$ cat src/rtl/pixel_color_distort_unit_assert.svh
// ----------------------------------------------------------------------------
// Assertion macros for the pixel color distort unit
// Shared concurrent-check shorthands, clocked on the rising edge, reset masked.
// ----------------------------------------------------------------------------
`ifndef PIXEL_COLOR_DISTORT_UNIT_ASSERT_SVH
`define PIXEL_COLOR_DISTORT_UNIT_ASSERT_SVH

// same-cycle implication
`define PCD_ASSERT_IMP(label, clk, rst_n, ante, cons, msg) \
    label: assert property (@(posedge clk) disable iff (!rst_n) (ante) |-> (cons)) \
        else $error(msg);

// next-cycle implication
`define PCD_ASSERT_NXT(label, clk, rst_n, ante, cons, msg) \
    label: assert property (@(posedge clk) disable iff (!rst_n) (ante) |=> (cons)) \
        else $error(msg);

// implication after a fixed number of cycles
`define PCD_ASSERT_LAT(label, clk, rst_n, ante, n, cons, msg) \
    label: assert property (@(posedge clk) disable iff (!rst_n) (ante) |-> ##n (cons)) \
        else $error(msg);

`endif

$ cat src/rtl/pcd_pkg.sv
// ----------------------------------------------------------------------------
// pcd_pkg
// Types, register indexes, widths and the sine table for the distort unit.
// ----------------------------------------------------------------------------
package pcd_pkg;

    localparam int CHANNELS   = 3;
    localparam int LANE_W     = 16;
    localparam int PACK_W     = LANE_W * CHANNELS;
    localparam int DIM_W      = 13;
    localparam int POS_W      = 12;
    localparam int DELTA_W    = 14;
    localparam int GAIN_W     = 40;
    localparam int PROD_W     = 48;
    localparam int GAIN_SHIFT = 28;
    localparam int SINE_DEPTH = 65;
    localparam int SINE_IDX_W = 7;
    localparam int SINE_W     = 15;
    localparam int INDEX_W    = 3;

    localparam logic [63:0] PI_Q30 = 64'd3373259426;
    localparam logic signed [GAIN_W-1:0] GAIN_ONE = 40'sh0010000000;

    typedef enum logic [INDEX_W-1:0] {
        REG_OFFSET_GAIN  = 3'd0,
        REG_SINE_GAIN    = 3'd1,
        REG_COLUMN_SLOPE = 3'd2,
        REG_ROW_SLOPE    = 3'd3,
        REG_IMAGE_WIDTH  = 3'd4,
        REG_IMAGE_HEIGHT = 3'd5
    } reg_index_t;

    typedef struct packed {
        logic [PACK_W-1:0] offset_gain;
        logic [PACK_W-1:0] sine_gain;
        logic [PACK_W-1:0] column_slope;
        logic [PACK_W-1:0] row_slope;
        logic [DIM_W-1:0]  image_width;
        logic [DIM_W-1:0]  image_height;
    } cfg_t;

    // round(16384*sin(k*pi/128)), Taylor series in Q2.30, each term truncated
    function automatic logic [SINE_W-1:0] quarter_sine(input logic [SINE_IDX_W-1:0] k);
        logic [63:0]        x;
        logic [63:0]        x2;
        logic [63:0]        term;
        logic signed [63:0] acc;
        x    = (64'(k) * PI_Q30) >> 7;
        x2   = (x * x) >> 30;
        term = x;
        acc  = signed'(x);
        term = ((term * x2) >> 30) / 6;
        acc  = acc - signed'(term);
        term = ((term * x2) >> 30) / 20;
        acc  = acc + signed'(term);
        term = ((term * x2) >> 30) / 42;
        acc  = acc - signed'(term);
        term = ((term * x2) >> 30) / 72;
        acc  = acc + signed'(term);
        term = ((term * x2) >> 30) / 110;
        acc  = acc - signed'(term);
        term = ((term * x2) >> 30) / 156;
        acc  = acc + signed'(term);
        term = ((term * x2) >> 30) / 210;
        acc  = acc - signed'(term);
        if (acc < 0)
        begin
            acc = 0;
        end
        return SINE_W'((unsigned'(acc) + 64'h8000) >> 16);
    endfunction

endpackage

$ cat src/rtl/pcd_lane.sv
// ----------------------------------------------------------------------------
// pcd_lane
// Datapath of one channel: center and sine lookup, gain terms, gain sum,
// scale by the centered value, truncate, clamp and re-bias.
// ----------------------------------------------------------------------------
module pcd_lane (
    input  logic                                clk,
    input  logic [7:0]                          chan,
    input  logic signed [pcd_pkg::DELTA_W-1:0]  dx,
    input  logic signed [pcd_pkg::DELTA_W-1:0]  dy,
    input  logic signed [pcd_pkg::LANE_W-1:0]   off,
    input  logic signed [pcd_pkg::LANE_W-1:0]   sg,
    input  logic signed [pcd_pkg::LANE_W-1:0]   cs,
    input  logic signed [pcd_pkg::LANE_W-1:0]   rs,
    output logic [7:0]                          res
);

    localparam int TERM_W = pcd_pkg::LANE_W + pcd_pkg::DELTA_W;
    localparam int SPROD_W = 2 * pcd_pkg::LANE_W;
    localparam int MAG_W = pcd_pkg::PROD_W - pcd_pkg::GAIN_SHIFT;

    // first quadrant sine table, constant logic
    logic [pcd_pkg::SINE_W-1:0]         sine_rom [pcd_pkg::SINE_DEPTH];

    for (genvar k = 0; k < pcd_pkg::SINE_DEPTH; k++)
    begin : g_rom
        localparam logic [pcd_pkg::SINE_W-1:0] SineEntry =
            pcd_pkg::quarter_sine(pcd_pkg::SINE_IDX_W'(k));
        assign sine_rom[k] = SineEntry;
    end

    // stage 1: center, fold the angle into the first quadrant, look up
    logic signed [7:0]                  c_s1_reg, c_s1_next;
    logic signed [pcd_pkg::LANE_W-1:0]  sin_reg, sin_next;
    logic [7:0]                         mag_c;
    logic [pcd_pkg::SINE_IDX_W-1:0]     rom_idx;

    always_comb
    begin
        c_s1_next = signed'({~chan[7], chan[6:0]});
        mag_c     = c_s1_next[7] ? 8'(-c_s1_next) : 8'(c_s1_next);
        rom_idx   = (mag_c <= 8'd64) ? mag_c[pcd_pkg::SINE_IDX_W-1:0]
                                     : pcd_pkg::SINE_IDX_W'(8'd128 - mag_c);
        sin_next  = c_s1_next[7] ? -signed'(pcd_pkg::LANE_W'(sine_rom[rom_idx]))
                                 :  signed'(pcd_pkg::LANE_W'(sine_rom[rom_idx]));
    end

    // stage 2: gain term products
    logic signed [7:0]                  c_s2_reg;
    logic signed [pcd_pkg::LANE_W-1:0]  off_reg, off_next;
    logic signed [SPROD_W-1:0]          sg_prod_reg, sg_prod_next;
    logic signed [TERM_W-1:0]           cs_prod_reg, cs_prod_next;
    logic signed [TERM_W-1:0]           rs_prod_reg, rs_prod_next;

    always_comb
    begin
        off_next     = off;
        sg_prod_next = SPROD_W'(sg) * SPROD_W'(sin_reg);
        cs_prod_next = TERM_W'(cs) * TERM_W'(dx);
        rs_prod_next = TERM_W'(rs) * TERM_W'(dy);
    end

    // stage 3: gain sum, unit 2^-28
    logic signed [7:0]                  c_s3_reg;
    logic signed [pcd_pkg::GAIN_W-1:0]  gain_reg, gain_next;

    always_comb
    begin
        gain_next = pcd_pkg::GAIN_ONE
                  + (pcd_pkg::GAIN_W'(off_reg) <<< 14)
                  + pcd_pkg::GAIN_W'(sg_prod_reg)
                  + (pcd_pkg::GAIN_W'(cs_prod_reg) <<< 7)
                  + (pcd_pkg::GAIN_W'(rs_prod_reg) <<< 7);
    end

    // stage 4: scale
    logic signed [pcd_pkg::PROD_W-1:0]  prod_reg, prod_next;

    always_comb
    begin
        prod_next = pcd_pkg::PROD_W'(c_s3_reg) * pcd_pkg::PROD_W'(gain_reg);
    end

    // stage 5: truncate toward zero on the magnitude, clamp, re-bias
    logic [pcd_pkg::PROD_W-1:0]  mag_p;
    logic [MAG_W-1:0]            q;
    logic [7:0]                  res_reg, res_next;

    always_comb
    begin
        mag_p = prod_reg[pcd_pkg::PROD_W-1] ? unsigned'(-prod_reg) : unsigned'(prod_reg);
        q     = mag_p[pcd_pkg::PROD_W-1:pcd_pkg::GAIN_SHIFT];
        if (prod_reg[pcd_pkg::PROD_W-1])
        begin
            res_next = (q >= MAG_W'(128)) ? 8'd0 : 8'(MAG_W'(128) - q);
        end
        else
        begin
            res_next = (q >= MAG_W'(127)) ? 8'd255 : 8'(q + MAG_W'(128));
        end
    end

    always_ff @(posedge clk)
    begin
        c_s1_reg    <= c_s1_next;
        sin_reg     <= sin_next;
        c_s2_reg    <= c_s1_reg;
        off_reg     <= off_next;
        sg_prod_reg <= sg_prod_next;
        cs_prod_reg <= cs_prod_next;
        rs_prod_reg <= rs_prod_next;
        c_s3_reg    <= c_s2_reg;
        gain_reg    <= gain_next;
        prod_reg    <= prod_next;
        res_reg     <= res_next;
    end

    assign res = res_reg;

endmodule

$ cat config.mk
export PLATFORM = sky130hd
export DESIGN_NAME = pcd_lane
export DESIGN_NICKNAME = d
export VERILOG_FILES = /design/src/rtl/pixel_color_distort_unit_assert.svh /design/src/rtl/pcd_pkg.sv /design/src/rtl/pcd_lane.sv
export SDC_FILE = /design/constraint.sdc
export NUM_CORES = 2
export LEC_CHECK = 0
export BUFFER_PORTS_ARGS = -buffer_cell sky130_fd_sc_hd__buf_2
export CELL_PAD_IN_SITES_DETAIL_PLACEMENT = 1
export CELL_PAD_IN_SITES_GLOBAL_PLACEMENT = 1
export CORE_ASPECT_RATIO = 2
export CORE_MARGIN = 4
export CORE_UTILIZATION = 45
export DETAILED_ROUTE_END_ITERATION = 12
export GPL_ROUTABILITY_DRIVEN = 0
export PLACE_DENSITY = 0.8
export REMOVE_ABC_BUFFERS = 1
export SYNTH_ARGS = -nofsm -noshare
export SYNTH_HDL_FRONTEND = slang
export SYNTH_SLANG_ARGS = --single-unit
$ cat constraint.sdc
create_clock -name clk -period 6.81 [get_ports clk]
set_input_delay 0 -clock clk [delete_from_list [all_inputs] [get_ports clk]]
set_output_delay 0 -clock clk [all_outputs]
set_load 0.01 [all_outputs]
==> impl_metrics.tcl <==
set metrics [dict create \
    fp.dieW_um 239 \
    yosysWarnings 0 \
    die_height_um 469 \
    synth-simple-area-share 0.163 \
    async_flop_share 0 \
    num_vias 36320 \
    dieArea_sq_mm 0.112 \
    nets 6724 \
    grt_max_degree 40 \
    grt_usage 0.264 \
    area_growth_pct 6.95 \
    grt_pass1_wl_um 230000 \
    setup_viol 0 \
    synth_top_family_by_area "adder cells" \
    crit_top_cell "fa_1" \
    final.setup_skew_ns 0.0236 \
    rows 168 \
    clk_pin_slew_ns 0.08 \
    clk_latency_ns 0.60 \
    hold_viol_final 0 \
    synthFlopType "dfxtp_1" \
    numCtsBuffers 25 \
    critPathTopFamily "adder cells" \
    finalCriticalPeriod_ns 6.58 \
    yosysTopAreaCell "fa_1" \
    synth-xor-area-share 0.0366 \
    synth_compound_area_frac 0.0733 \
    synth_edf_count 0 \
    post-route-period-util 0.966 \
    start_util 0.455 \
    grt_pass1_vias 43482 \
    synthTopCellsByArea "fa_1 (42%), ha_1 (10%), dfxtp_1 (10%), inv_1 (8.8%), and2_1 (7.5%)" \
    tritoncts "built" \
    post_cts_buffers 0 \
    ys_seq_area_frac 0.101 \
    synthAdderAreaFrac 0.520 \
    path_depth 23 \
    cpMaxStageDelayCell "fa_1" \
    relSlewSlack 0.259 \
    crit_arrival_ns 7.09 \
    maxCapViolations 0 \
    fmax_mhz 152 \
    coreArea_sq_mm 0.105 \
    end_kind "flop" \
    drtPass1Iterations 5 \
    path_buf_inv 4 \
    avgRoutedWirePerCell_um 22.0 \
    fillers 12241 \
    cp_cell_sequence "and2_1 > fa_1 > inv_1 > fa_1 > inv_1 > fa_1 > fa_1 > fa_1 > inv_1 > fa_1 > inv_1 > ha_1 > a21o_1 > a21o_1 > a21oi_1 > o21ai_0 > a21oi_1 > o31ai_1 > a41o_1 > o211ai_1 > o2111ai_1 > a21oi_1 > xnor2_1" \
    htreeDepth 1 \
    final_max_slew_viol_count 0 \
    syn_area_sq_mm 0.0478 \
    clk_path_buf_depth 3 \
    drtIter0Drc 1460 \
    synth_mux_area_frac 0.00309 \
    holdPathStages 3 \
    synth_top_cell_area_share 0.417 \
    critPathMaxStageDelay_ns 0.59 \
    place_hpwl_um 123000 \
    clockRootBuffer "clkbuf_16" \
    startpoint_type "flop" \
    io_pins 109 \
    hold_path_class "in2reg" \
    antenna_found_initial 14 \
    max_slew.worst_pin.slew_ns 1.10 \
    status "complete, no violations" \
    rr_worst_depth 23 \
    synth.distinct_cells 90 \
    largest_register_ffs 47 \
    cts.sinks 242 \
    vias_per_cell 5.49 \
    cp_max_fo 16 \
    setup_tns_ns 0 \
    synth-seq-cells 242 \
    port_buffers 108 \
    drc 0 \
    overflow 0 \
    totalWireLength_um 145000 \
    critPathKind "reg2reg" \
    rsz0062_at_grt "false" \
    syn_area_per_cell_sq_um 9.25 \
    syn_inst 5169 \
    ant_nets 0 \
    required_ns 7.32 \
    drive_above_1_share 0.0546 \
]
## worst paths after layout
check / from / to / slack [ns]
min: cs[0] / cs_prod_reg[0] / 0.05
max: sin_reg[11] / sg_prod_reg[30] / 0.23
max reg2reg: sin_reg[11] / sg_prod_reg[30] / 0.23
min reg2reg: c_s2_reg[2] / c_s3_reg[2] / 0.31
## cell type report
type,count,area (sq um),share of cell area
multi-input cells,3633,38100,0.745
flip-flops and latches,242,4860,0.0949
inverters,1123,4220,0.0824
well taps,1360,1700,0.0333
repair buffers,209,1370,0.0267
clock buffers,27,653,0.0128
clock inverters,19,240,0.00470
diodes,8,20.0,0.000391
## layout by cell type (no fill, tap or decap), types with 7 or more instances in the layout
master	count
a211o_1	7
a211oi_1	14
a21o_1	62
a21oi_1	159
a31oi_1	29
and2_1	570
and3_1	21
buf_2	108
buf_4	74
clkbuf_16	25
dfxtp_1	235
diode_2	8
dlygate4sd3_1	27
fa_1	996
ha_1	393
inv_1	1121
mux2i_1	8
nand2_1	473
nand2b_1	74
nand3_1	38
nand4_1	15
nor2_1	176
nor2b_1	16
nor3_1	41
nor4_1	13
o2111ai_1	8
o211ai_1	16
o21a_1	23
o21ai_0	83
o21bai_1	15
o22ai_1	7
o311ai_0	8
o31ai_1	12
or2_2	15
or3_1	17
xnor2_1	154
xor2_1	43
## cell usage after synthesis (all sizes together), types with 6 or more instances
cell type and number:
a211o 7, a211oi 14, a21o 62, a21oi 162, a31oi 30, a41o 6, and2 570, and3 22
buf 24, clkbuf 147, dfxtp 242, fa 996, ha 393, inv 1121, mux2i 8, nand2 473
nand2b 74, nand3 38, nand4 15, nor2 178, nor2b 16, nor3 46, nor4 17, o2111ai 8
o211ai 17, o21a 24, o21ai 87, o21bai 15, o22ai 7, o311ai 10, o31ai 12, or2 15
or3 19, xnor2 156, xor2 43
## stage by stage
step	cell area (sq um)	hold WS, ns	instances	worst slack [ns]	utilization
final	51100	0.0453	6621	0.230	0.487
after global routing	51100	0.0278	6616	0.00449	0.487
after CTS	51100	0.00274	6613	0.0299	0.486
after detailed placement	49900	0.106	6540	0.0738	0.475
after floorplan	47100	0.0277	4998	0.619	-
after global placement	49900	0.105	6540	0.260	0.475
## cells by family after synthesis
logic type	Yosys count
AND/OR/NAND/NOR	1501
multiplexers	13
AO/OA/AOI/OAI	531
adder cells (fa/ha/maj)	1389
buffers and inverters	1294
flip-flops	242
XOR/XNOR	199
## worst register-to-register path: stages (launching register included)
cell and delay (ns):
dfxtp_1 0.48, and2_1 0.27, fa_1 0.50, inv_1 0.05, fa_1 0.52, inv_1 0.05, fa_1 0.59, fa_1 0.46
fa_1 0.50, inv_1 0.05, fa_1 0.47, inv_1 0.05, ha_1 0.34, a21o_1 0.22, a21o_1 0.18, a21oi_1 0.21
o21ai_0 0.11, a21oi_1 0.16, o31ai_1 0.13, a41o_1 0.32, o211ai_1 0.29, o2111ai_1 0.18, a21oi_1 0.20, xnor2_1 0.14
## layer usage
layer | up-vias | part of all wire | track usage
met5 | - | 0.00027 | 0
met3 | 670 | 0.024 | 0.0235
met1 | 18840 | 0.30 | 0.230
met2 | 957 | 0.58 | 0.538
li1 | 15847 | - | -
met4 | 6 | 0.095 | 0.201
## what timing repair did
item,4_1_cts,5_1_grt
resized for setup,2,11
setup endpoints to repair,1,4
hold endpoints to repair,26,0
hold buffers,27,0
Power is left out: the tool's default activity adds up to more than one toggle a clock period on the data nets, which glitch-free logic cannot reach.
