<file path="src/rtl/pixel_color_distort_unit_assert.svh">
// ----------------------------------------------------------------------------
// Assertion macros for the pixel color distort unit
// Shared concurrent-check shorthands, clocked on the rising edge, reset masked.
// ----------------------------------------------------------------------------
`ifndef PIXEL_COLOR_DISTORT_UNIT_ASSERT_SVH
`define PIXEL_COLOR_DISTORT_UNIT_ASSERT_SVH

// same-cycle implication
`define PCD_ASSERT_IMP(label, clk, rst_n, ante, cons, msg) \
    label: assert property (@(posedge clk) disable iff (!rst_n) (ante) |-> (cons)) \
        else $error(msg);

// next-cycle implication
`define PCD_ASSERT_NXT(label, clk, rst_n, ante, cons, msg) \
    label: assert property (@(posedge clk) disable iff (!rst_n) (ante) |=> (cons)) \
        else $error(msg);

// implication after a fixed number of cycles
`define PCD_ASSERT_LAT(label, clk, rst_n, ante, n, cons, msg) \
    label: assert property (@(posedge clk) disable iff (!rst_n) (ante) |-> ##n (cons)) \
        else $error(msg);

`endif

</file>
<file path="src/rtl/pcd_pkg.sv">
// ----------------------------------------------------------------------------
// pcd_pkg
// Types, register indexes, widths and the sine table for the distort unit.
// ----------------------------------------------------------------------------
package pcd_pkg;

    localparam int CHANNELS   = 3;
    localparam int LANE_W     = 16;
    localparam int PACK_W     = LANE_W * CHANNELS;
    localparam int DIM_W      = 13;
    localparam int POS_W      = 12;
    localparam int DELTA_W    = 14;
    localparam int GAIN_W     = 40;
    localparam int PROD_W     = 48;
    localparam int GAIN_SHIFT = 28;
    localparam int SINE_DEPTH = 65;
    localparam int SINE_IDX_W = 7;
    localparam int SINE_W     = 15;
    localparam int INDEX_W    = 3;

    localparam logic [63:0] PI_Q30 = 64'd3373259426;
    localparam logic signed [GAIN_W-1:0] GAIN_ONE = 40'sh0010000000;

    typedef enum logic [INDEX_W-1:0] {
        REG_OFFSET_GAIN  = 3'd0,
        REG_SINE_GAIN    = 3'd1,
        REG_COLUMN_SLOPE = 3'd2,
        REG_ROW_SLOPE    = 3'd3,
        REG_IMAGE_WIDTH  = 3'd4,
        REG_IMAGE_HEIGHT = 3'd5
    } reg_index_t;

    typedef struct packed {
        logic [PACK_W-1:0] offset_gain;
        logic [PACK_W-1:0] sine_gain;
        logic [PACK_W-1:0] column_slope;
        logic [PACK_W-1:0] row_slope;
        logic [DIM_W-1:0]  image_width;
        logic [DIM_W-1:0]  image_height;
    } cfg_t;

    // round(16384*sin(k*pi/128)), Taylor series in Q2.30, each term truncated
    function automatic logic [SINE_W-1:0] quarter_sine(input logic [SINE_IDX_W-1:0] k);
        logic [63:0]        x;
        logic [63:0]        x2;
        logic [63:0]        term;
        logic signed [63:0] acc;
        x    = (64'(k) * PI_Q30) >> 7;
        x2   = (x * x) >> 30;
        term = x;
        acc  = signed'(x);
        term = ((term * x2) >> 30) / 6;
        acc  = acc - signed'(term);
        term = ((term * x2) >> 30) / 20;
        acc  = acc + signed'(term);
        term = ((term * x2) >> 30) / 42;
        acc  = acc - signed'(term);
        term = ((term * x2) >> 30) / 72;
        acc  = acc + signed'(term);
        term = ((term * x2) >> 30) / 110;
        acc  = acc - signed'(term);
        term = ((term * x2) >> 30) / 156;
        acc  = acc + signed'(term);
        term = ((term * x2) >> 30) / 210;
        acc  = acc - signed'(term);
        if (acc < 0)
        begin
            acc = 0;
        end
        return SINE_W'((unsigned'(acc) + 64'h8000) >> 16);
    endfunction

endpackage

</file>
<file path="src/rtl/pcd_cfg.sv">
// ----------------------------------------------------------------------------
// pcd_cfg
// Configuration register file, written by index from the config channel.
// ----------------------------------------------------------------------------
`include "pixel_color_distort_unit_assert.svh"

module pcd_cfg (
    input  logic                         clk,
    input  logic                         rst_n,
    input  logic                         cfg_valid,
    input  logic                         cfg_ready,
    input  logic [pcd_pkg::INDEX_W-1:0]  cfg_index,
    input  logic [pcd_pkg::PACK_W-1:0]   cfg_data,
    output pcd_pkg::cfg_t                cfg
);

    pcd_pkg::cfg_t cfg_reg;
    pcd_pkg::cfg_t cfg_next;

    always_comb
    begin
        cfg_next = cfg_reg;
        if (cfg_valid && cfg_ready)
        begin
            case (pcd_pkg::reg_index_t'(cfg_index))
                pcd_pkg::REG_OFFSET_GAIN:  cfg_next.offset_gain  = cfg_data;
                pcd_pkg::REG_SINE_GAIN:    cfg_next.sine_gain    = cfg_data;
                pcd_pkg::REG_COLUMN_SLOPE: cfg_next.column_slope = cfg_data;
                pcd_pkg::REG_ROW_SLOPE:    cfg_next.row_slope    = cfg_data;
                pcd_pkg::REG_IMAGE_WIDTH:
                    cfg_next.image_width  = cfg_data[pcd_pkg::DIM_W-1:0];
                pcd_pkg::REG_IMAGE_HEIGHT:
                    cfg_next.image_height = cfg_data[pcd_pkg::DIM_W-1:0];
                default: ; // drop writes beyond the register list
            endcase
        end
    end

    always_ff @(posedge clk or negedge rst_n)
    begin
        if (!rst_n)
        begin
            cfg_reg.offset_gain  <= '0;
            cfg_reg.sine_gain    <= '0;
            cfg_reg.column_slope <= '0;
            cfg_reg.row_slope    <= '0;
            cfg_reg.image_width  <= pcd_pkg::DIM_W'(512);
            cfg_reg.image_height <= pcd_pkg::DIM_W'(512);
        end
        else
        begin
            cfg_reg <= cfg_next;
        end
    end

    assign cfg = cfg_reg;

    `PCD_ASSERT_NXT(a_width_write, clk, rst_n,
        cfg_valid && cfg_ready && cfg_index == pcd_pkg::REG_IMAGE_WIDTH,
        cfg_reg.image_width == $past(cfg_data[pcd_pkg::DIM_W-1:0]),
        "image width transfer not stored")

endmodule

</file>
<file path="config.mk">
export PLATFORM = sky130hd
export DESIGN_NAME = pcd_cfg
export DESIGN_NICKNAME = d
export VERILOG_FILES = /design/src/rtl/pcd_pkg.sv /design/src/rtl/pcd_cfg.sv
export VERILOG_INCLUDE_DIRS = /design/src /design/src/rtl
export SDC_FILE = /design/constraint.sdc
export NUM_CORES = 1
export LEC_CHECK = 0
export CAP_MARGIN = 0
export CORE_ASPECT_RATIO = 1.75
export CORE_MARGIN = 2
export CORE_UTILIZATION = 50
export DETAILED_ROUTE_END_ITERATION = 8
export DONT_BUFFER_PORTS = 1
export SYNTH_ARGS = -nofsm -noshare
export SYNTH_HDL_FRONTEND = slang
export SYNTH_SLANG_ARGS = --single-unit
</file>
<file path="constraint.sdc">
create_clock -name clk -period 1.1 [get_ports clk]
set_clock_uncertainty 0.05 [all_clocks]
set_input_delay 0.165 -clock clk [delete_from_list [all_inputs] [get_ports clk]]
set_output_delay 0.165 -clock clk [all_outputs]
set_load 0.05 [all_outputs]
</file>
==> metrics, run 1 <==
crit path max fanout 2; Synth Area per Inst 17.3 µm²; CTS tree built; Clock Path Buffers 3; Vias/cell 5.24; Worst Hold Class in2async; Slew @ Worst Pin 252 ps; switching part of the total power 39.7%; share of cells above drive strength 1 65.7%; Final #Nets 910; Slowest cell on crit path dfstp_2; H-tree depth 1; Synth Net Count 525; Worst IR Drop VDD 1.93 mV; Inst Count DP 875; die height 173 µm; CP cell instances buf_12; I/O Buffers 0; Vias 5534; r2r setup slk 10 ps; synth cell count leaders dfrtp_1, mux2_2, mux2_1; RSZ-0062 raised after global routing true; IO Count 273; gpl congestion 0.750; clock latency on the worst-skew pair 490 ps; GRT overflow 0; period utilization 127%; Synth area leader dfrtp_1; R2R cell count 3; antenna violations before repair 0; Hold-fix buffers, CTS 48; Worst setup EP type output pin; first-pass GRT wire length 35400 µm; Psw 0.0132 W; CP Depth 1; reg-to-reg critical path startpoint cfg[163]; Lkg Pwr 6.38 nW; largest net degree at the start of global routing 219; CP Class reg2out; Layout area overhead 61.6%; Slew Viols, Final 0; final hold slack -692 ps; Ys Warns 0; CP max stage delay 560 ps; number of global-route vias before repair 6148; post-synthesis cell area 8120 µm²; post-route insts no fill 1056; Worst-path clk slew 70 ps; Clock power frac 20.3%; asr flop ratio synth 100%; CP bufs+invs 1; Synth Instances 470; Peak Freq 715 MHz; CP top delay family flip-flops; post-synthesis sequential area ratio 67.2%; DRC viols 0; WP data arrival 1180 ps; Sink Count 218; #FFs+latches synth 218; total CTS buffers 20; Root Driver clkbuf_16; max reg flops 218; Filler cells 773; minimum clock period 1400 ps; Worst setup endpoint cfg[22]; Initial Utilization 51.1%; worst endpoint required time 880 ps; Flop pwr share 34.1%; synth unique cells 15; Pwr Density 2540 nW/µm²; EDFF count, synth 0; startpoint types flip-flop; Worst slew margin 83.1%; Area contributors post-synth dfrtp_1, mux2_2, mux2_1; reg2reg end cfg[163]; HPWL Detailed 13800 µm; Final Core Density 82.6%; logic gate share of total power 45.6%; Hold Vio Cnt, Final 218; most common flop cell mapped by yosys dfrtp_1; Int Power 0.0201 W; Die W 100 µm; gr usage total 26.2%; WL final 23200 µm; WL/cell 22.0 µm; DIE AREA 17300 µm²; failing checks hold timing, setup timing; # setup viols final 218; Inserted Diodes 0; DRT iter0 DRCs 101; top cell type's share of synthesized area 66.6%; sum of negative setup slack -34950 ps; TritonRoute pass-1 iters 4; Final Power 0.0333 W; Rows 61; worst setup margin -298 ps; CORE AREA 15900 µm²; status finished with violations; Max-Cap Viols 0; antenna-violating nets left 0; Critical Path Start cfg[22]; most frequent cell after synthesis dfrtp_1
layout make-up:
type / count / area, µm² / area share, %
tap: 189 / 236 / 1.80
clock buffer: 28 / 571 / 4.35
timing repair buffer: 386 / 4000 / 30.5
clock inverter: 6 / 68.8 / 0.525
multi-input combinational: 229 / 2790 / 21.3
sequential: 218 / 5460 / 41.6
metrics by stage:
step	hold WS, ps	setup slack [ps]	area (µm²)
floorplan	-181	-247	8500
global placement	-175	-300	10400
detailed placement	-176	-330	10400
CTS	-700	-320	12700
global route	-712	-328	13100
finish	-692	-298	13100
power groups by stage:
stage               combinational, W  clock, W  sequential, W
CTS                           0.0145   0.00690         0.0113
floorplan                    0.00196         0         0.0176
finish                        0.0152   0.00676         0.0114
detailed placement            0.0124         0         0.0111
global placement              0.0123         0         0.0110
global route                  0.0156   0.00723         0.0116
cell usage in the layout (no fill, tap or decap), types with 2 or more instances in the layout:
master           n
dfrtp_1        216
mux2_1          25
clkbuf_1         4
buf_6          217
buf_4          108
mux2_4          61
dlygate4sd3_1   48
dfstp_2          2
clkbuf_16       20
buf_12          13
clkbuf_8         4
clkinv_2         3
mux2_2         132
routing by layer:
metal	wire length, µm	GRT usage, %
met5	0	0
met2	12600	47.0
met1	8250	29.9
met4	945	10.3
met3	1340	5.58
repair_timing:
| item | CTS | global route |
|---|---|---|
| pin swaps | 0 | 0 |
| setup buffers | 49 | 50 |
| setup endpoints to repair | 218 | 218 |
| cloned | 0 | 0 |
| resized for setup | 216 | 1 |
| endpoints found under the hold margin | 436 | 218 |
cell families after synthesis:
logic type             Yosys count  share of synthesized area [%]
and+or+nand+nor                 11                          0.802
DFF                            218                           67.2
muxes                          218                           30.2
buffers and inverters           23                           1.71
worst min path at each step:
stage	endpoint	slack, ps	depth (start not counted)
finish	cfg[77]	-690	0
global route	cfg[63]	-710	0
detailed placement	cfg[65]	-180	0
global placement	cfg[214]	-180	0
CTS	cfg[65]	-700	0
floorplan	cfg[0]	-180	0
(Power assumes the default switching activity.)
==> run 2, diff against run 1 <==
--- a/config.mk
+++ b/config.mk
@@ -10,8 +10,10 @@
 export CORE_ASPECT_RATIO = 1.75
 export CORE_MARGIN = 2
 export CORE_UTILIZATION = 50
+export CTS_BUF_LIST = sky130_fd_sc_hd__clkbuf_2
 export DETAILED_ROUTE_END_ITERATION = 8
 export DONT_BUFFER_PORTS = 1
+export SLEW_MARGIN = 15
 export SYNTH_ARGS = -nofsm -noshare
 export SYNTH_HDL_FRONTEND = slang
 export SYNTH_SLANG_ARGS = --single-unit
==> run 2 against run 1 <==
Net effect:
- the flow still finishes with violations (hold timing, setup timing)
- die area stayed put
- non-clock buffer count fell by 1
- clock-buffer cell count rose by 48
- maximum frequency down 18%
- register-to-register slack about the same
- final area fell by 0.62%
- clock power decreased by 14%
- critical path depth is the same
- global-route usage rose by 1.1 points
- combinational power hardly changed
- setup slack got worse by 300 ps
- largest power group unchanged
==> metrics, run 2 (same netlist as run 1, synthesis figures left out) <==
status finished with violations (unchanged); failing checks hold timing, setup timing (unchanged); DIE AREA 17300 µm² (unchanged); Slew Viols, Final 0 (unchanged); Max-Cap Viols 0 (unchanged); WL/cell 21.5 µm (was 22.0 µm); Root Driver clkbuf_2 (was clkbuf_16); logic gate share of total power 46.9% (was 45.6%); antenna violations before repair 1 (was 0); CP bufs+invs 1 (unchanged); TritonRoute pass-1 iters 4 (unchanged); switching part of the total power 42.1% (was 39.7%); Lkg Pwr 6.49 nW (was 6.38 nW); WP data arrival 1480 ps (was 1180 ps); Rows 61 (unchanged); Filler cells 826 (was 773); Int Power 0.0187 W (was 0.0201 W); first-pass GRT wire length 36700 µm (was 35400 µm); period utilization 155% (was 127%); most frequent cells in the layout buf_6, dfrtp_1, mux2_2, buf_4, clkbuf_2 (was buf_6, dfrtp_1, mux2_2, buf_4, mux2_4); clock latency on the worst-skew pair 760 ps (was 490 ps); total CTS buffers 51 (was 20); Worst-path clk slew 120 ps (was 70 ps); Clock power frac 18.0% (was 20.3%); commonest non-fill, non-tap cell in the layout buf_6 (unchanged); Worst Hold Class in2async (unchanged); r2r setup slk 0 ps (was 10 ps); Final #Nets 940 (was 910); reg-to-reg critical path startpoint cfg[163] (unchanged); Critical Path Start cfg[22] (unchanged); met2 usage 49.0% (was 47.0%); Pwr Density 2480 nW/µm² (was 2540 nW/µm²); share of cells above drive strength 1 66.6% (was 65.7%); CORE AREA 15900 µm² (unchanged); post-route insts no fill 1116 (was 1056); HPWL Detailed 13800 µm (unchanged); Hold Vio Cnt, Final 218 (unchanged); Slowest cell on crit path dfstp_2 (unchanged); Peak Freq 588 MHz (was 715 MHz); I/O Buffers 0 (unchanged); busiest grt layer met2 (unchanged); max reg flops 218 (unchanged); DRC viols 0 (unchanged); largest net degree at the start of global routing 219 (unchanged); H-tree depth 2 (was 1); CP Class reg2out (unchanged); worst setup margin -600 ps (was -298 ps); Vias 5713 (was 5534); CP top delay family flip-flops (unchanged); Final Core Density 82.1% (was 82.6%); Psw 0.0136 W (was 0.0132 W); worst endpoint required time 880 ps (about the same); Slew @ Worst Pin 367 ps (was 252 ps); Die W 100 µm (unchanged); Layout area overhead 60.6% (was 61.6%); minimum clock period 1700 ps (was 1400 ps); # setup viols final 218 (unchanged); CP max stage delay 580 ps (was 560 ps); Hold-fix buffers, CTS 53 (was 48); Vias/cell 5.12 (was 5.24); met3 usage 6.99% (was 5.58%); Worst slew margin 75.5% (was 83.1%); Worst IR Drop VDD 1.54 mV (was 1.93 mV); Final Power 0.0323 W (was 0.0333 W); Initial Utilization 51.1% (unchanged); final hold slack -973 ps (was -692 ps); met1 GRT Util 29.6% (was 29.9%); GRT overflow 0 (unchanged); startpoint types flip-flop (unchanged); gpl congestion 0.750 (unchanged); reg2reg end cfg[163] (unchanged); antenna-violating nets left 0 (unchanged); Flop pwr share 35.1% (was 34.1%); CP cell instances buf_12 (unchanged); DRT iter0 DRCs 177 (was 101); RSZ-0062 raised after global routing true (unchanged); Worst setup EP type output pin (unchanged); CTS tree built (unchanged); crit path max fanout 2 (unchanged); number of global-route vias before repair 6498 (was 6148); Clock Path Buffers 3 (unchanged); Inst Count DP 875 (unchanged); gr usage total 27.3% (was 26.2%); Sink Count 218 (unchanged); R2R cell count 3 (unchanged); die height 173 µm (unchanged); IO Count 273 (unchanged); WL final 24000 µm (was 23200 µm)
-- run 2: cell types whose count changed in the layout (fill, tap and decap cells not counted), moves of 2 or more --
cell            delta
clkbuf_1           -4
dlymetal6s4s_1     +5
clkbuf_8           -4
buf_4              -6
clkinv_1          +13
bufinv_16          +2
clkbuf_16         -20
clkbuf_2          +76
clkinv_2           -2
-- run 2: area by class of cell --
cell class / count / area, µm² / share of cell area [%]
clock buffers: 76 / 380 / 2.92
clock inverters: 18 / 151 / 1.16
flip-flops and latches: 218 / 5460 / 41.9
multi-input cells: 229 / 2800 / 21.5
repair buffers: 385 / 4010 / 30.8
diodes: 1 / 2.50 / 0.0192
well taps: 189 / 236 / 1.81
-- run 2: per-layer routing --
layer  share of wire, %  wire length, µm
met5                  0                0
met2                 55            13200
met3                6.3             1510
met1                 35             8440
met4                3.7              891
-- run 2: power by group through the flow --
stage                     Sequential (W)  Clock (W)  Combinational, W
after floorplan                   0.0176          0           0.00196
after global placement            0.0110          0            0.0123
after detailed placement          0.0111          0            0.0124
after CTS                         0.0113    0.00589            0.0145
after global routing              0.0116    0.00643            0.0156
final                             0.0114    0.00581            0.0152
-- run 2: worst max path at each step --
stage / endpoint / slack (ps) / cells past startpoint
after floorplan: cfg[101] / -250 / 5
after global placement: cfg[125] / -300 / 5
after detailed placement: cfg[125] / -330 / 5
after CTS: cfg[22] / -650 / 1
after global routing: cfg[22] / -690 / 1
final: cfg[22] / -600 / 1
-- run 2: what timing repair did --
item / CTS / global route
pin swaps: 0 / 1
setup buffers: 47 / 46
endpoints found under the hold margin: 436 / 218
gates resized for setup: 216 / 8
endpoints found under the setup margin: 218 / 293
cloned: 0 / 0
-- run 2: stage by stage --
step	instance area, µm²	TNS, ps	worst slack (ps)
final	13000	-96660	-600
after CTS	12700	-110930	-655
after floorplan	8500	-29440	-247
after global routing	13000	-115450	-693
after detailed placement	10400	-56710	-330
after global placement	10400	-53070	-300
==> run 3, diff against run 2 <==
--- a/config.mk
+++ b/config.mk
@@ -13,6 +13,8 @@
 export CTS_BUF_LIST = sky130_fd_sc_hd__clkbuf_2
 export DETAILED_ROUTE_END_ITERATION = 8
 export DONT_BUFFER_PORTS = 1
+export GPL_TIMING_DRIVEN = 0
+export REMOVE_ABC_BUFFERS = 1
 export SLEW_MARGIN = 15
 export SYNTH_ARGS = -nofsm -noshare
 export SYNTH_HDL_FRONTEND = slang
==> run 3 against run 2 <==
Net effect:
- the run still ends with hold timing, setup timing left
- critical path depth fell by 1
- setup slack improved by 29 ps
- sequential share of layout area is 18 points higher
- register-to-register slack better by 70 ps
- core utilization fell by 22 points
- flip-flop and latch count stayed put
- global-route usage shrank 6.4 points
- via count fell by 23%
- die area unchanged
- wire length is 23% lower
- highest routed layer unchanged
==> metrics, run 3 (same netlist as run 1, synthesis figures left out) <==
most frequent cells in the layout dfrtp_2, mux2_2, clkbuf_2, dlygate4sd3_1, mux2_1 (was buf_6, dfrtp_1, mux2_2, buf_4, clkbuf_2); clock latency on the worst-skew pair 690 ps (was 760 ps); gpl congestion 0.725 (was 0.750); Filler cells 1230 (was 826); R2R cell count 1 (was 3); Vias/cell 5.63 (was 5.12); Worst Hold Class in2async (unchanged); Clock power frac 19.6% (was 18.0%); Flop pwr share 72.5% (was 35.1%); worst setup margin -571 ps (was -600 ps); largest net degree at the start of global routing 219 (unchanged); Final Core Density 60.4% (was 82.1%); logic gate share of total power 7.9% (was 46.9%); period utilization 152% (was 155%); CORE AREA 15900 µm² (unchanged); gr usage total 20.9% (was 27.3%); number of global-route vias before repair 4991 (was 6498); CP Class reg2out (unchanged); I/O Buffers 0 (unchanged); Hold Vio Cnt, Final 305 (was 218); TritonRoute pass-1 iters 4 (unchanged); Vias 4384 (was 5713); share of cells above drive strength 1 83.5% (was 66.6%); HPWL Detailed 12100 µm (was 13800 µm); WP data arrival 1460 ps (was 1480 ps); Lkg Pwr 4.04 nW (was 6.49 nW); final hold slack -922 ps (was -973 ps); GRT overflow 0 (unchanged); reg-to-reg critical path startpoint cfg[18] (was cfg[163]); Sink Count 218 (unchanged); Final #Nets 608 (was 940); CP Depth 0 (was 1); total CTS buffers 48 (was 51); reg2reg end cfg[18] (was cfg[163]); Worst IR Drop VDD 1.25 mV (was 1.54 mV); DIE AREA 17300 µm² (unchanged); antenna violations before repair 1 (unchanged); first-pass GRT wire length 28000 µm (was 36700 µm); WL final 18500 µm (was 24000 µm); status finished with violations (unchanged); Max-Cap Viols 0 (unchanged); r2r setup slk 70 ps (was 0 ps); Peak Freq 598 MHz (was 588 MHz); Final Power 0.0255 W (was 0.0323 W); antenna-violating nets left 0 (unchanged); Int Power 0.0137 W (was 0.0187 W); Critical Path Start cfg[22] (unchanged); Worst setup EP type output pin (unchanged); Pwr Density 2660 nW/µm² (was 2480 nW/µm²); failing checks hold timing, setup timing (unchanged); setup repair bufs after CTS 0 (was 47); Clock Path Buffers 3 (unchanged); Layout area overhead 18.1% (was 60.6%); WL/cell 23.7 µm (was 21.5 µm); Die W 100 µm (unchanged); Root Driver clkbuf_2 (unchanged); Worst setup endpoint cfg[22] (unchanged); startpoint types flip-flop (unchanged); switching part of the total power 46.4% (was 42.1%); Slew Viols, Final 0 (unchanged); Rows 61 (unchanged); IO Count 273 (unchanged); Initial Utilization 51.1% (unchanged); Hold-fix buffers, CTS 48 (was 53); Worst slew margin 44.6% (was 75.5%); H-tree depth 2 (unchanged); minimum clock period 1670 ps (was 1700 ps); commonest non-fill, non-tap cell in the layout dfrtp_2 (was buf_6); # setup viols final 218 (unchanged); CTS tree built (unchanged); die height 173 µm (unchanged); worst endpoint required time 880 ps (about the same); DRT iter0 DRCs 72 (was 177); Psw 0.0118 W (was 0.0136 W); DRC viols 0 (unchanged); Slew @ Worst Pin 830 ps (was 367 ps); Worst-path clk slew 110 ps (was 120 ps); RSZ-0062 raised after global routing true (unchanged); crit path max fanout 2 (unchanged); max reg flops 218 (unchanged)
[run 3: timing repair]
item                                    4_1_cts  5_1_grt
hold endpoints to repair                    436      337
endpoints found under the setup margin      284      239
pin swaps                                     1        1
gates cloned                                  0        1
gates resized for setup                     216        2
[run 3: layer usage]
| metal | wire length (µm) | vias up | track usage (%) | share of wire (%) |
|---|---|---|---|---|
| met5 | 0 | - | 0 | 0 |
| li1 | - | 1865 | - | - |
| met4 | 641 | 0 | 9.36 | 3.5 |
| met3 | 1650 | 43 | 7.80 | 8.9 |
| met1 | 6290 | 2279 | 20.9 | 34 |
| met2 | 9880 | 197 | 37.5 | 54 |
[run 3: area by class of cell]
type                    count  area (µm²)  area share, %
flip-flops and latches    218        5730           59.8
multi-input cells         230        2560           26.7
repair buffers             55         608           6.34
clock buffers              78         390           4.07
well taps                 189         236           2.47
clock inverters             8        56.3          0.587
diodes                      1        2.50         0.0261
[run 3: power by group through the flow]
stage                     clock (W)  combinational [W]  sequential, W
after floorplan                   0            0.00161         0.0176
after CTS                   0.00522            0.00204         0.0185
after global routing        0.00561            0.00224         0.0187
after global placement            0            0.00170         0.0182
after detailed placement          0            0.00184         0.0183
final                       0.00498            0.00202         0.0185
[run 3: how the worst min path moves through the flow]
stage	startpoint	end	slack [ps]	cells after the start
after CTS	rst_n	cfg[134]	-1010	0
after detailed placement	rst_n	cfg[201]	-180	0
after global routing	rst_n	cfg[108]	-1020	0
final	rst_n	cfg[60]	-920	0
after global placement	rst_n	cfg[57]	-180	0
after floorplan	rst_n	cfg[0]	-180	0
[run 3: metrics by stage]
stage | setup TNS [ps] | cell area (µm²) | worst slack [ps] | cells | hold WS, ps
floorplan | -241630 | 7980 | -1690 | 447 | -181
global placement | -482480 | 8210 | -3320 | 636 | -177
detailed placement | -111610 | 8370 | -804 | 643 | -176
CTS | -95900 | 9570 | -631 | 777 | -1010
global route | -102070 | 9590 | -657 | 779 | -1020
finish | -79460 | 9590 | -571 | 779 | -922
